[src/rtl/rptc_pkg.sv]
// ----------------------------------------------------------------------------
// rptc_pkg
// Shared types and codes of the relay port timer controller.
// ----------------------------------------------------------------------------
package rptc_pkg;

   // input item kinds
   localparam logic KIND_TICK    = 1'b0;
   localparam logic KIND_MESSAGE = 1'b1;

   // message types
   localparam logic [3:0] MT_BUTTON      = 4'd0;
   localparam logic [3:0] MT_ON          = 4'd1;
   localparam logic [3:0] MT_OFF         = 4'd2;
   localparam logic [3:0] MT_QUERY       = 4'd3;
   localparam logic [3:0] MT_CFG_REQ     = 4'd4;
   localparam logic [3:0] MT_ALARM_SET   = 4'd5;
   localparam logic [3:0] MT_ALARM_INFO  = 4'd6;
   localparam logic [3:0] MT_DEV_STATES  = 4'd7;
   localparam logic [3:0] MT_MUTE_OFF    = 4'd8;
   localparam logic [3:0] MT_MUTE_ON     = 4'd9;

   // wake modes of an alarm set
   localparam logic [1:0] WAKE_ON  = 2'd1;
   localparam logic [1:0] WAKE_OFF = 2'd2;

   // reply kinds
   localparam logic [1:0] RK_BROADCAST   = 2'd0;
   localparam logic [1:0] RK_STATE_REPLY = 2'd1;
   localparam logic [1:0] RK_CFG_REPLY   = 2'd2;
   localparam logic [1:0] RK_ALARM_REPLY = 2'd3;

   // classified operations handed from front to back
   localparam logic [3:0] OP_NONE        = 4'd0;
   localparam logic [3:0] OP_TICK        = 4'd1;
   localparam logic [3:0] OP_BUTTON      = 4'd2;
   localparam logic [3:0] OP_ON          = 4'd3;
   localparam logic [3:0] OP_OFF         = 4'd4;
   localparam logic [3:0] OP_QUERY       = 4'd5;
   localparam logic [3:0] OP_CFG_REQ     = 4'd6;
   localparam logic [3:0] OP_ALARM_SET   = 4'd7;
   localparam logic [3:0] OP_ALARM_INFO  = 4'd8;
   localparam logic [3:0] OP_STATE_REPLY = 4'd9;

   // mute actions
   localparam logic [1:0] MUTE_NONE  = 2'd0;
   localparam logic [1:0] MUTE_CLEAR = 2'd1;
   localparam logic [1:0] MUTE_SET   = 2'd2;

   // register indexes
   localparam logic [2:0] CSR_TIMER_CODE  = 3'd0;
   localparam logic [2:0] CSR_AUTO_OFF    = 3'd1;
   localparam logic [2:0] CSR_DELAYED_ON  = 3'd2;
   localparam logic [2:0] CSR_RUN_ON      = 3'd3;
   localparam logic [2:0] CSR_BISTABLE    = 3'd4;
   localparam logic [2:0] CSR_GROUP_LIST  = 3'd5;
   localparam logic [2:0] CSR_MUTE_GROUP  = 3'd6;

   localparam logic [7:0] UNUSED_GROUP = 8'hff;
   localparam logic [6:0] SECONDS_MASK = 7'h7f;

   // countdown / 60 as (countdown * 34953) >> 21, exact for 16-bit values
   localparam logic [32:0] MIN_RECIP = 33'd34953;
   localparam int          MIN_SHIFT = 21;

   typedef struct packed {
      logic [7:0] timer_code;
      logic       auto_off;
      logic       delayed_on;
      logic       run_on;
      logic       bistable;
   } mode_cfg_type;

   typedef struct packed {
      logic [3:0]  op;
      logic [1:0]  mute_op;
      logic [7:0]  group;
      logic [1:0]  wake_mode;
      logic [15:0] alarm_seconds;
   } cmd_type;

   typedef struct packed {
      logic [1:0]  reply_kind;
      logic [7:0]  reply_group;
      logic        port_state;
      logic [7:0]  minutes_left;
      logic [15:0] countdown_value;
      logic        coil_level;
      logic        coil_pulse;
   } rsp_type;

endpackage

[src/rtl/rptc_fifo.sv]
// ----------------------------------------------------------------------------
// rptc_fifo
// Small show-ahead queue; the oldest entry is on rd_data while not empty.
// ----------------------------------------------------------------------------
module rptc_fifo #(
   parameter int  DEPTH = 2,
   parameter type entry_type = logic
) (
   input  logic      clock,
   input  logic      reset,
   input  logic      push,
   input  entry_type wr_data,
   output logic      full,
   input  logic      pop,
   output entry_type rd_data,
   output logic      empty
);

   localparam int PTR_W = (DEPTH > 1) ? $clog2(DEPTH) : 1;
   localparam int CNT_W = $clog2(DEPTH + 1);

   entry_type        mem_ff [DEPTH];
   logic [PTR_W-1:0] wr_ptr_ff, wr_ptr_in;
   logic [PTR_W-1:0] rd_ptr_ff, rd_ptr_in;
   logic [CNT_W-1:0] count_ff, count_in;
   logic             push_ok, pop_ok;

   assign full    = (count_ff == CNT_W'(DEPTH));
   assign empty   = (count_ff == '0);
   assign push_ok = push && !full;
   assign pop_ok  = pop && !empty;
   assign rd_data = mem_ff[rd_ptr_ff];

   always_comb begin
      wr_ptr_in = wr_ptr_ff;
      rd_ptr_in = rd_ptr_ff;
      count_in  = count_ff;
      if (push_ok) begin
         wr_ptr_in = (wr_ptr_ff == PTR_W'(DEPTH - 1)) ? '0 : wr_ptr_ff + 1'b1;
      end
      if (pop_ok) begin
         rd_ptr_in = (rd_ptr_ff == PTR_W'(DEPTH - 1)) ? '0 : rd_ptr_ff + 1'b1;
      end
      case ({push_ok, pop_ok})
         2'b10:   count_in = count_ff + 1'b1;
         2'b01:   count_in = count_ff - 1'b1;
         default: count_in = count_ff;
      endcase
   end

   always_ff @(posedge clock) begin
      if (reset) begin
         wr_ptr_ff <= '0;
         rd_ptr_ff <= '0;
         count_ff  <= '0;
      end else begin
         wr_ptr_ff <= wr_ptr_in;
         rd_ptr_ff <= rd_ptr_in;
         count_ff  <= count_in;
      end
   end

   always_ff @(posedge clock) begin
      if (push_ok) begin
         mem_ff[wr_ptr_ff] <= wr_data;
      end
   end

endmodule

[src/rtl/rptc_front.sv]
// ----------------------------------------------------------------------------
// rptc_front
// Accept input items, match groups and classify them into commands.
// ----------------------------------------------------------------------------
module rptc_front
   import rptc_pkg::*;
#(
   parameter int GROUP_COUNT = 8
) (
   input  logic                     req_push,
   output logic                     req_full,
   input  logic                     req_kind,
   input  logic [3:0]               req_msg_type,
   input  logic [7:0]               req_target_group,
   input  logic [1:0]               req_wake_mode,
   input  logic [15:0]              req_alarm_seconds,
   input  logic [GROUP_COUNT*8-1:0] group_list,
   input  logic [7:0]               mute_group,
   input  logic                     cmd_full,
   output logic                     cmd_push,
   output cmd_type                  cmd
);

   logic       group_hit;
   logic       primary_hit;
   logic [7:0] primary;

   assign primary     = group_list[7:0];
   assign primary_hit = (req_target_group == primary);
   assign req_full    = cmd_full;
   assign cmd_push    = req_push && !cmd_full;

   always_comb begin
      group_hit = 1'b0;
      for (int i = 0; i < GROUP_COUNT; i++) begin
         if (group_list[8*i +: 8] == req_target_group) begin
            group_hit = 1'b1;
         end
      end
      if (req_target_group == UNUSED_GROUP) begin
         group_hit = 1'b0;
      end
   end

   always_comb begin
      cmd.op            = OP_NONE;
      cmd.mute_op       = MUTE_NONE;
      cmd.group         = req_target_group;
      cmd.wake_mode     = req_wake_mode;
      cmd.alarm_seconds = req_alarm_seconds;
      if (req_kind == KIND_TICK) begin
         cmd.op = OP_TICK;
      end else begin
         if (group_hit) begin
            unique case (req_msg_type)
               MT_BUTTON:     cmd.op = OP_BUTTON;
               MT_ON:         cmd.op = OP_ON;
               MT_OFF:        cmd.op = OP_OFF;
               MT_QUERY:      cmd.op = OP_QUERY;
               MT_CFG_REQ:    cmd.op = OP_CFG_REQ;
               MT_ALARM_SET:  cmd.op = primary_hit ? OP_ALARM_SET : OP_NONE;
               MT_ALARM_INFO: cmd.op = primary_hit ? OP_ALARM_INFO : OP_NONE;
               default:       cmd.op = OP_NONE;
            endcase
         end else if (req_msg_type == MT_DEV_STATES && primary != UNUSED_GROUP) begin
            cmd.op = OP_STATE_REPLY;
         end
         if (mute_group == req_target_group) begin
            if (req_msg_type == MT_MUTE_OFF) begin
               cmd.mute_op = MUTE_CLEAR;
            end else if (req_msg_type == MT_MUTE_ON) begin
               cmd.mute_op = MUTE_SET;
            end
         end
      end
   end

endmodule

[src/rtl/rptc_back.sv]
// ----------------------------------------------------------------------------
// rptc_back
// Carry out commands: relay state, countdown, wake flags and replies.
// ----------------------------------------------------------------------------
module rptc_back
   import rptc_pkg::*;
(
   input  logic         clock,
   input  logic         reset,
   input  logic         cmd_valid,
   input  cmd_type      cmd,
   output logic         cmd_pop,
   input  logic         out_full,
   output logic         out_push,
   output rsp_type      out_data,
   input  mode_cfg_type mode,
   input  logic [7:0]   primary
);

   logic        drive_ff, drive_in;
   logic        latch_ff, latch_in;
   logic        muted_ff, muted_in;
   logic        wake_on_ff, wake_on_in;
   logic        wake_off_ff, wake_off_in;
   logic [15:0] countdown_ff, countdown_in;

   logic        fire;
   logic        on_req, off_req, sw_on, sw_off, has_reply, pulse;
   logic [1:0]  kind;
   logic [7:0]  grp;
   logic [15:0] tc_ext;
   logic [15:0] reload_value;
   logic [32:0] mins_prod;
   logic [11:0] mins_quot;
   logic [7:0]  mins;
   logic        state_now;

   assign fire    = cmd_valid && !out_full;
   assign cmd_pop = fire;

   // seconds code or minutes times 60 (x*64 - x*4)
   assign tc_ext       = {8'b0, mode.timer_code};
   assign reload_value = mode.timer_code[7] ? {9'b0, mode.timer_code[6:0] & SECONDS_MASK}
                                            : (tc_ext << 6) - (tc_ext << 2);

   assign mins_prod = 33'(countdown_ff) * MIN_RECIP;
   assign mins_quot = mins_prod[MIN_SHIFT +: 12];
   assign mins      = (countdown_ff == '0) ? 8'd0 : mins_quot[7:0] + 8'd1;

   always_comb begin
      drive_in     = drive_ff;
      latch_in     = latch_ff;
      muted_in     = muted_ff;
      wake_on_in   = wake_on_ff;
      wake_off_in  = wake_off_ff;
      countdown_in = countdown_ff;
      on_req       = 1'b0;
      off_req      = 1'b0;
      sw_on        = 1'b0;
      sw_off       = 1'b0;
      has_reply    = 1'b0;
      pulse        = 1'b0;
      kind         = RK_BROADCAST;
      grp          = primary;
      if (fire) begin
         unique case (cmd.op)
            OP_TICK: begin
               if (countdown_ff == 16'd1) begin
                  if (wake_on_ff) begin
                     sw_on        = 1'b1;
                     wake_on_in   = 1'b0;
                     countdown_in = reload_value;
                  end else if (wake_off_ff) begin
                     sw_off      = 1'b1;
                     wake_off_in = 1'b0;
                  end else if (mode.delayed_on) begin
                     sw_on = 1'b1;
                  end else if (mode.auto_off || mode.run_on) begin
                     sw_off = 1'b1;
                  end
               end
               if (countdown_in != '0) begin
                  countdown_in = countdown_in - 16'd1;
               end
            end
            OP_BUTTON: begin
               on_req  = !muted_ff && !drive_ff;
               off_req = !muted_ff && drive_ff;
            end
            OP_ON:  on_req  = !muted_ff;
            OP_OFF: off_req = !muted_ff;
            OP_QUERY: begin
               has_reply = 1'b1;
               kind      = RK_STATE_REPLY;
               grp       = cmd.group;
            end
            OP_CFG_REQ: begin
               has_reply = 1'b1;
               kind      = RK_CFG_REPLY;
            end
            OP_ALARM_SET: begin
               if (cmd.wake_mode == WAKE_ON) begin
                  wake_on_in = 1'b1;
               end else if (cmd.wake_mode == WAKE_OFF) begin
                  wake_off_in = 1'b1;
               end
               countdown_in = cmd.alarm_seconds;
               sw_on        = wake_off_in;
            end
            OP_ALARM_INFO: begin
               has_reply = 1'b1;
               kind      = RK_ALARM_REPLY;
            end
            OP_STATE_REPLY: begin
               has_reply = 1'b1;
               kind      = RK_STATE_REPLY;
            end
            default: ;
         endcase

         if (on_req) begin
            if (mode.auto_off) begin
               sw_on        = 1'b1;
               countdown_in = reload_value;
            end else if (mode.delayed_on) begin
               countdown_in = reload_value;
            end else begin
               sw_on        = 1'b1;
               countdown_in = '0;
            end
         end
         if (off_req) begin
            if (mode.run_on) begin
               countdown_in = reload_value;
            end else begin
               sw_off       = 1'b1;
               countdown_in = '0;
            end
         end

         if (sw_on) begin
            if (mode.bistable) begin
               drive_in = 1'b0;
               latch_in = !latch_ff;
               pulse    = 1'b1;
            end else begin
               drive_in = 1'b1;
            end
         end
         if (sw_off) begin
            drive_in = 1'b0;
         end
         if (sw_on || sw_off) begin
            has_reply = 1'b1;
            kind      = RK_BROADCAST;
            grp       = primary;
         end

         case (cmd.mute_op)
            MUTE_CLEAR: muted_in = 1'b0;
            MUTE_SET:   muted_in = 1'b1;
            default:    muted_in = muted_ff;
         endcase
      end
   end

   assign state_now = mode.bistable ? latch_in : drive_in;

   always_comb begin
      out_push                 = fire && has_reply;
      out_data.reply_kind      = kind;
      out_data.reply_group     = grp;
      out_data.port_state      = (kind == RK_BROADCAST || kind == RK_STATE_REPLY) ?
                                 state_now : 1'b0;
      out_data.minutes_left    = (kind == RK_STATE_REPLY) ? mins : 8'd0;
      out_data.countdown_value = (kind == RK_ALARM_REPLY) ? countdown_ff : 16'd0;
      out_data.coil_level      = drive_in;
      out_data.coil_pulse      = pulse;
   end

   always_ff @(posedge clock) begin
      if (reset) begin
         drive_ff     <= 1'b0;
         latch_ff     <= 1'b0;
         muted_ff     <= 1'b0;
         wake_on_ff   <= 1'b0;
         wake_off_ff  <= 1'b0;
         countdown_ff <= '0;
      end else begin
         drive_ff     <= drive_in;
         latch_ff     <= latch_in;
         muted_ff     <= muted_in;
         wake_on_ff   <= wake_on_in;
         wake_off_ff  <= wake_off_in;
         countdown_ff <= countdown_in;
      end
   end

endmodule

[src/rtl/relay_port_timer_controller.sv]
// ----------------------------------------------------------------------------
// relay_port_timer_controller
// Relay port driven by group messages and one-second ticks.
// ----------------------------------------------------------------------------
// Path: the transfer edge writes the command queue; an edge with room in the
//   result queue carries the command through the back end into that queue.
// Throughput: one item per cycle while req_full is low; the back end updates
//   relay state and the countdown for one command per cycle while the result
//   queue is not full, and both queues decouple stalls.
// Reset: synchronous, active high; empties both queues, clears relay state
//   and countdown, and resets every register but the queue storage.
// ----------------------------------------------------------------------------
module relay_port_timer_controller
   import rptc_pkg::*;
#(
   parameter int GROUP_COUNT = 8,
   parameter int CMD_DEPTH   = 2,
   parameter int RSP_DEPTH   = 2
) (
   input  logic        clock,
   input  logic        reset,
   // input channel
   input  logic        req_push,
   output logic        req_full,
   input  logic        req_kind,
   input  logic [3:0]  req_msg_type,
   input  logic [7:0]  req_target_group,
   input  logic [1:0]  req_wake_mode,
   input  logic [15:0] req_alarm_seconds,
   // result channel
   output logic        rsp_empty,
   input  logic        rsp_pop,
   output logic [1:0]  rsp_reply_kind,
   output logic [7:0]  rsp_reply_group,
   output logic        rsp_port_state,
   output logic [7:0]  rsp_minutes_left,
   output logic [15:0] rsp_countdown_value,
   output logic        rsp_coil_level,
   output logic        rsp_coil_pulse,
   // configuration port
   input  logic        csr_we,
   input  logic [2:0]  csr_index,
   input  logic [63:0] csr_wdata
);

   // configuration registers
   logic [7:0]               timer_code_ff;
   logic                     auto_off_ff;
   logic                     delayed_on_ff;
   logic                     run_on_ff;
   logic                     bistable_ff;
   logic [GROUP_COUNT*8-1:0] group_list_ff;
   logic [7:0]               mute_group_ff;

   mode_cfg_type mode;

   // front to back queue
   logic    cmd_push, cmd_full, cmd_empty, cmd_pop;
   cmd_type cmd_wr, cmd_rd;

   // back to result queue
   logic    out_push, out_full;
   rsp_type out_wr, out_rd;

   // Hold register values; a write to an index outside the list is dropped.
   always_ff @(posedge clock) begin
      if (reset) begin
         timer_code_ff <= 8'd0;
         auto_off_ff   <= 1'b0;
         delayed_on_ff <= 1'b0;
         run_on_ff     <= 1'b0;
         bistable_ff   <= 1'b0;
         group_list_ff <= '1;
         mute_group_ff <= UNUSED_GROUP;
      end else if (csr_we) begin
         unique case (csr_index)
            CSR_TIMER_CODE: timer_code_ff <= csr_wdata[7:0];
            CSR_AUTO_OFF:   auto_off_ff   <= csr_wdata[0];
            CSR_DELAYED_ON: delayed_on_ff <= csr_wdata[0];
            CSR_RUN_ON:     run_on_ff     <= csr_wdata[0];
            CSR_BISTABLE:   bistable_ff   <= csr_wdata[0];
            // only the bytes the group compare looks at are kept
            CSR_GROUP_LIST: group_list_ff <= csr_wdata[GROUP_COUNT*8-1:0];
            CSR_MUTE_GROUP: mute_group_ff <= csr_wdata[7:0];
            default: ;
         endcase
      end
   end

   assign mode.timer_code = timer_code_ff;
   assign mode.auto_off   = auto_off_ff;
   assign mode.delayed_on = delayed_on_ff;
   assign mode.run_on     = run_on_ff;
   assign mode.bistable   = bistable_ff;

   // Front: classify each transfer by group match and message type.
   rptc_front #(
      .GROUP_COUNT (GROUP_COUNT)
   ) u_front (
      .req_push          (req_push),
      .req_full          (req_full),
      .req_kind          (req_kind),
      .req_msg_type      (req_msg_type),
      .req_target_group  (req_target_group),
      .req_wake_mode     (req_wake_mode),
      .req_alarm_seconds (req_alarm_seconds),
      .group_list        (group_list_ff),
      .mute_group        (mute_group_ff),
      .cmd_full          (cmd_full),
      .cmd_push          (cmd_push),
      .cmd               (cmd_wr)
   );

   // Command queue lets the front keep taking items while the back stalls.
   rptc_fifo #(
      .DEPTH      (CMD_DEPTH),
      .entry_type (cmd_type)
   ) u_cmd_queue (
      .clock   (clock),
      .reset   (reset),
      .push    (cmd_push),
      .wr_data (cmd_wr),
      .full    (cmd_full),
      .pop     (cmd_pop),
      .rd_data (cmd_rd),
      .empty   (cmd_empty)
   );

   // Back: advance relay state and countdown, build at most one reply.
   rptc_back u_back (
      .clock     (clock),
      .reset     (reset),
      .cmd_valid (!cmd_empty),
      .cmd       (cmd_rd),
      .cmd_pop   (cmd_pop),
      .out_full  (out_full),
      .out_push  (out_push),
      .out_data  (out_wr),
      .mode      (mode),
      .primary   (group_list_ff[7:0])
   );

   // Result queue parts the back end from the consumer.
   rptc_fifo #(
      .DEPTH      (RSP_DEPTH),
      .entry_type (rsp_type)
   ) u_rsp_queue (
      .clock   (clock),
      .reset   (reset),
      .push    (out_push),
      .wr_data (out_wr),
      .full    (out_full),
      .pop     (rsp_pop),
      .rd_data (out_rd),
      .empty   (rsp_empty)
   );

   assign rsp_reply_kind      = out_rd.reply_kind;
   assign rsp_reply_group     = out_rd.reply_group;
   assign rsp_port_state      = out_rd.port_state;
   assign rsp_minutes_left    = out_rd.minutes_left;
   assign rsp_countdown_value = out_rd.countdown_value;
   assign rsp_coil_level      = out_rd.coil_level;
   assign rsp_coil_pulse      = out_rd.coil_pulse;

endmodule

[config.mk]
export PLATFORM = sky130hd
export DESIGN_NAME = relay_port_timer_controller
export DESIGN_NICKNAME = d
export VERILOG_FILES = /design/src/rtl/rptc_pkg.sv /design/src/rtl/rptc_fifo.sv /design/src/rtl/rptc_front.sv /design/src/rtl/rptc_back.sv /design/src/rtl/relay_port_timer_controller.sv
export SDC_FILE = /design/constraint.sdc
export NUM_CORES = 1
export LEC_CHECK = 0
export ABC_AREA = 1
export BUFFER_PORTS_ARGS = -buffer_cell sky130_fd_sc_hd__buf_2
export CAP_MARGIN = 20
export CORE_MARGIN = 10
export CORE_UTILIZATION = 50
export CTS_BUF_LIST = sky130_fd_sc_hd__clkbuf_8 sky130_fd_sc_hd__clkbuf_16
export CTS_CLUSTER_SIZE = 25
export DETAILED_ROUTE_END_ITERATION = 8
export PLACE_DENSITY_LB_ADDON = 0.08
export SLEW_MARGIN = 40
export SYNTH_ARGS = -nofsm -noshare
export SYNTH_HDL_FRONTEND = slang
export SYNTH_SLANG_ARGS = --single-unit
[constraint.sdc]
create_clock -name clock -period 11.1 [get_ports clock]
set_input_delay 1.11 -clock clock [delete_from_list [all_inputs] [get_ports clock]]
set_output_delay 1.11 -clock clock [all_outputs]
set_load 0.02 [all_outputs]
==> results of run 1 <==
## area by class of cell
class	count	area [um2]	share of cell area (%)
multi-input cells	1256	7559	45.00
well taps	390	488.0	2.905
clock buffers	28	689.4	4.105
clock inverters	22	108.9	0.6481
inverters	177	664.4	3.956
flip-flops and latches	253	6446	38.38
diodes	2	5.005	0.02980
repair buffers	152	834.6	4.969
## cells in the final DEF, fill, tap and decap left out, types with 27 or more instances in the layout
cell	count
nand2_1	435
inv_1	172
buf_2	141
edfxtp_1	138
nor2_1	126
nand3_1	120
dfxtp_1	115
ha_1	99
a21oi_1	86
o21ai_0	68
xnor2_1	42
mux2_2	37
xor2_1	35
nand4_1	27
clkbuf_16	27
## layer usage
| metal | GRT usage, % | routed length (um) |
|---|---|---|
| met1 | 29.62 | 18840 |
| met2 | 32.54 | 17520 |
| met3 | 3.524 | 2528 |
| met4 | 5.546 | 813 |
| met5 | 0 | 0 |
## sequential cells by signal (all words and copies together) (netlist names), 2 cells and up, named ones only
signal and flops:
u_cmd_queue.mem_ff 64, group_list_ff 64, u_back.countdown_ff 16, mute_group_ff 8, u_rsp_queue.mem_ff 74, timer_code_ff 8, u_rsp_queue.count_ff 2, u_cmd_queue.count_ff 2
## kinds of logic after synthesis
group           after synthesis
flops                       253
compound gates              222
fa+ha+maj                   118
simple gates                800
buf+inv                     233
mux                          39
xor+xnor                     77
## final timing paths
| kind | cells past startpoint | slack, ns | end |
|---|---|---|---|
| min | 1 | 0.46 | u_cmd_queue.rd_ptr_ff |
| min reg2reg | 1 | 0.46 | u_cmd_queue.rd_ptr_ff |
| max reg2reg | 19 | 6.22 | u_rsp_queue.mem_ff[0][24] |
| max | 19 | 6.22 | u_rsp_queue.mem_ff[0][24] |
## power by group through the flow
| stage | registers (mW) | logic, mW | clock network, mW |
|---|---|---|---|
| 2_1_floorplan | 1.26 | 1.95 | 0 |
| 3_3_place_gp | 1.28 | 2.61 | 0 |
| 3_5_place_dp | 1.29 | 2.62 | 0 |
| 4_1_cts | 1.27 | 2.65 | 0.830 |
| 5_1_grt | 1.29 | 3.00 | 0.872 |
| 6_report | 1.27 | 2.67 | 0.815 |
## cells in the mapped netlist (2+ instances only)
| master | n | area (um2) |
|---|---|---|
| nor3_1 | 14 | 70.07 |
| o21ai_2 | 2 | 17.52 |
| a31o_2 | 3 | 26.28 |
| nor2_4 | 8 | 90.09 |
| edfxtp_1 | 138 | 4144 |
| nand3_2 | 5 | 50.05 |
| nor2_2 | 7 | 43.79 |
| fa_1 | 19 | 380.4 |
| inv_2 | 14 | 52.55 |
| nand4_1 | 27 | 168.9 |
| a21o_1 | 5 | 37.54 |
| and2_1 | 2 | 12.51 |
| nor3_2 | 3 | 30.03 |
| nand3b_1 | 3 | 22.52 |
| buf_6 | 3 | 33.78 |
| o21bai_1 | 2 | 15.01 |
| or2_1 | 3 | 18.77 |
| nand2_2 | 9 | 56.30 |
| nor2_1 | 132 | 495.5 |
| mux2_2 | 37 | 416.7 |
| clkinv_1 | 3 | 11.26 |
| o21a_1 | 3 | 22.52 |
| buf_4 | 2 | 15.01 |
| inv_1 | 160 | 600.6 |
| nand2_1 | 435 | 1633 |
| a31oi_1 | 4 | 25.02 |
| buf_2 | 8 | 40.04 |
| nand3_1 | 120 | 600.6 |
| dfxtp_1 | 115 | 2302 |
| o2111ai_1 | 3 | 26.28 |
| ha_1 | 99 | 1239 |
| o21ai_1 | 12 | 60.06 |
| clkbuf_1 | 42 | 157.7 |
| o211ai_1 | 22 | 165.2 |
| nor4_1 | 15 | 93.84 |
| o221ai_1 | 2 | 17.52 |
| mux2i_1 | 2 | 20.02 |
| o21ai_0 | 68 | 340.3 |
| a21oi_1 | 86 | 430.4 |
| xnor2_1 | 42 | 367.9 |
| or2_2 | 15 | 93.84 |
| xor2_1 | 35 | 306.5 |
## critical path: cells and delay by family, from the launching register on
| family | cells | cell delay (ns) |
|---|---|---|
| DFF | 1 | 0.46 |
| adders and majority gates | 6 | 2.33 |
| AOI/OAI and AO/OA | 3 | 0.54 |
| buffers and inverters | 2 | 0.11 |
| xor gates and xnor gates | 1 | 0.23 |
| and+or+nand+nor | 7 | 0.98 |
==> flow_metrics.py, run 1 <==
metrics = {
    "status": {
        "status": "finished, final reports clean",
    },
    "sta": {
        "rsz0062_at_grt": "false",
        "finalSetupViolCount": 0,
        "setup_tns_ns": 0,
        "tightest_slew_ns": 0.7481,
        "fmax_ghz": 0.2049,
        "setup_slack_ns": 6.219,
        "finalCriticalPeriod_ns": 4.881,
        "drv_slew": 0,
        "whs_ns": 0.4560,
        "timing_hold_violations_final": 0,
        "fin_crit_sh_pct": 43.97,
        "max_slew_margin_pct": 49.60,
        "clock-skew-final_ns": 0.01910,
    },
    "place": {
        "dpl_worst_slack_ns": 6.235,
        "gp_congestion": 0.9589,
        "dp_cells": 2228,
        "port_buffers": 141,
        "placed_area_um2": 15990,
        "dp_hpwl_um": 30230,
    },
    "drt": {
        "vias": 12270,
        "avgViaCountPerCell": 5.382,
        "drtIter0Drc": 968,
        "routed_wl_um": 39700,
        "detail_route.wl_per_cell_um": 17.41,
        "antenna_left": 0,
        "drc": 0,
        "dr.pass1.iters": 5,
    },
    "critical_path": {
        "critPathRequiredTime_ns": 11.39,
        "worstSetupStartpointType": "flop",
        "cp_cell_sequence": "ha_1, fa_1, inv_1, fa_1, inv_1, ha_1, ha_1, ha_1, nand2_1, nor4_1, nand2_1, o211ai_1, xor2_1, and2_1, nand2_1, nor2_1, nand2_1, o21ai_0, a21oi_1",
        "startpoint": "u_back.countdown_ff[6]",
        "critPathKind": "flop to flop",
        "worstPathMaxFanout": 6,
        "end_kind": "flop",
        "r2r-start": "u_back.countdown_ff[6]",
        "worstPathArrival_ns": 5.17,
        "slowest_stage": "fa_1",
        "slowest_delay_ns": 0.57,
    },
    "cts": {
        "cts_buffers": 27,
        "cts_tree": "yes",
        "cts_setup_buffers": 0,
        "clk_pin_slew_worst_paths_ns": 0.06,
        "clk_latency_ns": 0.55,
        "cts_sinks": 253,
        "clockBufferDepth": 3,
        "holdBufCountCts": 0,
        "cts_root_buf": "clkbuf_16",
        "cts_resized": 0,
        "cts_htree_levels": 1,
    },
    "die": {
        "die_h_um": 192.5,
        "initial_core_util_pct": 50.48,
        "num_io_pins": 142,
        "rows": 63,
        "die_width_um": 192.5,
        "coreArea_um2": 29480,
        "die-area_um2": 37070,
    },
    "power": {
        "peakVddDrop_v": 0.0001795,
        "p_sw_mw": 2.209,
        "power_frac_clock_pct": 17.1,
        "power.total_mw": 4.754,
        "comb_power_share_pct": 56.1,
        "p_leak_nw": 7.753,
        "swShare_pct": 46.46,
        "p_per_area_nw_per_um2": 283.1,
        "p_int_mw": 2.545,
        "seqPwrFrac_pct": 26.7,
    },
    "synth": {
        "synth_edf_count": 138,
        "synth_area_um2": 14880,
        "synth_cell_types": 55,
        "synth_seq_cells": 253,
        "synth_xor_area_share_pct": 4.531,
        "avgSynthCellArea_um2": 8.544,
        "syn_inst": 1742,
        "synth-simple-area-share_pct": 23.48,
        "synth.mux.area_fraction_pct": 2.934,
        "synth_top_family_by_area": "simple AND/OR/NAND/NOR gates",
        "synth_compound_area_share_pct": 8.718,
        "synthFlopType": "edfxtp_1",
        "postSynth.asyncResetShare_pct": 0,
        "syn-num-nets": 1963,
        "yosysWarnings": 0,
        "synth_fa_ha_area_share_pct": 10.88,
        "yosysSeqAreaShare_pct": 43.31,
    },
    "layout": {
        "nFillCells": 2727,
        "stdcell_count": 2280,
        "fin_util_pct": 56.97,
        "nNetsFinal": 2088,
        "final_area_um2": 16790,
        "synthToLayoutAreaGrowth_pct": 12.85,
        "final_layout_size_suffix_gt1_share_pct": 16.15,
    },
    "flow_run": {
        "max-cap-violations": 0,
    },
    "global_routing": {
        "grt-ovfl-total": 0,
        "grt_max_degree": 88,
        "grtUsageTotal_pct": 20.95,
        "grt_pass1_wl_um": 62330,
        "grt_pass1_vias": 11891,
        "antenna_found_initial": 2,
    },
    "hold_path": {
        "min-delay-start": "u_cmd_queue.rd_ptr_ff",
        "hold_class": "flop to flop",
    },
}
No activity file was read; power rests on OpenSTA's default activity.
==> inputs of run 2 (changes only) <==
==> constraint.sdc (replaced) <==
create_clock -name clock -period 5.1 [get_ports clock]
set_input_delay 0.51 -clock clock [delete_from_list [all_inputs] [get_ports clock]]
set_output_delay 0.51 -clock clock [all_outputs]
set_load 0.02 [all_outputs]
==> run 2 against run 1 <==
Die area is the same. Clock skew shrank 0.0094 ns. Register-to-register slack got worse by 5.9 ns. Highest routed layer is now met5. Critical path depth is the same. Wire length up 0.86%. First-iteration DRC count shrank 5.6%. Via count fell by 0.13%. Sequential cell count unchanged. Largest cell class unchanged. Final area rose by 0.71%. Largest power group unchanged. Setup slack worse by 5.9 ns. Core utilization increased by 0.40 points. Combinational power is 120% higher.
==> flow_metrics.py, run 2 (synthesized netlist as in run 1, its figures left out) <==
metrics = {
    "status": {
        "status": "finished, final reports clean",
    },
    "layout": {
        "stdcell_count": 2286,
        "nNetsFinal": 2093,
        "fin_util_pct": 57.37,
        "regMostFlops": "u_rsp_queue.mem_ff",
        "top_regs": "u_rsp_queue.mem_ff x74, group_list_ff x64, u_cmd_queue.mem_ff x64",
        "final_area_um2": 16910,
        "final_cell_mix": "nand2_1 (435), inv_1 (164), buf_2 (141)",
        "final_layout_size_suffix_gt1_share_pct": 17.05,
        "largest_reg_flops": 74,
        "synthToLayoutAreaGrowth_pct": 13.64,
        "final_common_cell": "nand2_1",
    },
    "drt": {
        "drtIter0Drc": 914,
        "antenna_left": 0,
        "routed_wl_um": 40050,
        "detail_route.wl_per_cell_um": 17.52,
        "dr.pass1.iters": 5,
        "drc": 0,
        "vias": 12254,
        "avgViaCountPerCell": 5.360,
    },
    "cts": {
        "cts_tree": "yes",
        "cts_buffers": 28,
        "clockBufferDepth": 3,
        "clk_pin_slew_worst_paths_ns": 0.06,
        "cts_root_buf": "clkbuf_16",
        "cts_htree_levels": 1,
        "clk_latency_ns": 0.55,
        "cts_sinks": 253,
    },
    "hold_path": {
        "whs_path_depth": 1,
        "min-delay-start": "req_alarm_seconds[2]",
        "whs_endpoint": "u_cmd_queue.mem_ff[0][2]",
        "hold_class": "input port to flop",
    },
    "global_routing": {
        "grt_max_degree": 73,
        "grt_pass1_wl_um": 62300,
        "antenna_found_initial": 3,
        "grt_util_met2_pct": 33.06,
        "grt_util_met3_pct": 3.018,
        "grt-ovfl-total": 0,
        "met1_usage_pct": 29.97,
        "grt_pass1_vias": 11689,
        "grtUsageTotal_pct": 20.87,
        "top_usage_layer": "met2",
    },
    "place": {
        "gp_congestion": 0.9522,
        "dp_hpwl_um": 30680,
        "dpl_worst_slack_ns": 0.2913,
        "port_buffers": 141,
        "dp_cells": 2231,
        "placed_area_um2": 15970,
    },
    "sta": {
        "timing_hold_violations_final": 0,
        "fmax_ghz": 0.2078,
        "max_slew_margin_pct": 51.03,
        "tightest_slew_ns": 0.7330,
        "drv_slew": 0,
        "finalSetupViolCount": 0,
        "fin_crit_sh_pct": 94.35,
        "clock-skew-final_ns": 0.009753,
        "finalCriticalPeriod_ns": 4.812,
        "setup_slack_ns": 0.2884,
    },
    "critical_path": {
        "end_kind": "flop",
        "r2r_end": "u_rsp_queue.mem_ff[0][24]",
        "startpoint": "u_back.countdown_ff[2]",
        "r2r-start": "u_back.countdown_ff[2]",
        "worstSetupStartpointType": "flop",
        "worstPathMaxFanout": 7,
        "critPathRequiredTime_ns": 5.39,
        "reg2reg_depth": 19,
        "r2r_setup_slack_ns": 0.29,
        "worstPathArrival_ns": 5.10,
        "critPathKind": "flop to flop",
    },
    "flow_run": {
        "max-cap-violations": 0,
    },
    "power": {
        "peakVddDrop_v": 0.0003686,
        "p_leak_nw": 7.799,
        "p_per_area_nw_per_um2": 628.1,
        "power.total_mw": 10.62,
    },
    "die": {
        "die-area_um2": 37070,
        "die_width_um": 192.5,
        "rows": 63,
        "die_h_um": 192.5,
        "initial_core_util_pct": 50.48,
        "num_io_pins": 142,
        "coreArea_um2": 29480,
    },
}
-- run 2: changes by cell type in the layout (fill, tap and decap cells not counted), moves of 2 or more --
cell,previous run,this run
bufinv_16,0,3
buf_4,6,15
buf_8,3,0
inv_1,172,164
dfxtp_1,115,110
dfxtp_2,0,5
clkinv_1,3,5
clkinv_2,3,8
clkbuf_16,27,29
-- run 2: timing repair --
action,CTS,global route
setup buffers,0,1
hold buffers,0,0
resized for setup,0,6
endpoints found under the setup margin,0,4
-- run 2: power breakdown --
| part | switching (mW) | internal (mW) | total (mW) |
|---|---|---|---|
| clock network | 0.834 | 1.18 | 2.02 |
| logic | 3.81 | 2.03 | 5.84 |
| registers | 0.229 | 2.54 | 2.76 |
| total | 4.87 | 5.75 | 10.6 |
-- run 2: layout make-up --
type                            count  area (um2)
Tap cell                          390       488.0
Antenna cell                        2       5.005
Clock inverter                     23       195.2
Clock buffer                       29       725.7
Timing Repair Buffer              156       818.3
Multi-Input combinational cell   1256        7565
Inverter                          177       664.4
Fill cell                        2762       12570
Sequential cell                   253        6452
-- run 2: layer usage --
metal	share of wire, %	vias to the layer above	wire length, um
met5	0.050	-	20
met3	6.4	44	2582
met2	45	353	18140
li1	-	6099	-
met1	47	5756	18740
met4	1.4	2	569
-- run 2: critical path, cell delays in order (launching register included) --
cell and delay, ns:
dfxtp_2 0.36, ha_1 0.35, fa_1 0.56, inv_1 0.07, fa_1 0.49, inv_1 0.04
ha_1 0.29, ha_1 0.30, ha_1 0.32, nand2_1 0.11, nor4_1 0.35, nand2_1 0.09
o211ai_1 0.32, xor2_1 0.24, and2_1 0.17, nand2_1 0.08, nor2_1 0.11, nand2_1 0.07
o21ai_0 0.15, a21oi_1 0.07
-- run 2: how the worst max path moves through the flow --
stage	endpoint	slack, ns	depth (start not counted)
floorplan	u_rsp_queue.mem_ff[0][24]	0.65	19
global route	u_rsp_queue.mem_ff[0][24]	-0.05	19
CTS	u_rsp_queue.mem_ff[0][24]	0.28	19
detailed placement	u_rsp_queue.mem_ff[0][24]	0.29	19
finish	u_rsp_queue.mem_ff[0][24]	0.29	19
global placement	u_rsp_queue.mem_ff[0][24]	0.36	19
-- run 2: per-stage QoR --
stage	TNS, ns	hold slack (ns)
2_1_floorplan	0	0.4257
4_1_cts	0	0.1289
3_3_place_gp	0	0.4370
6_report	0	0.1499
5_1_grt	-0.09751	0.1278
3_5_place_dp	0	0.4420
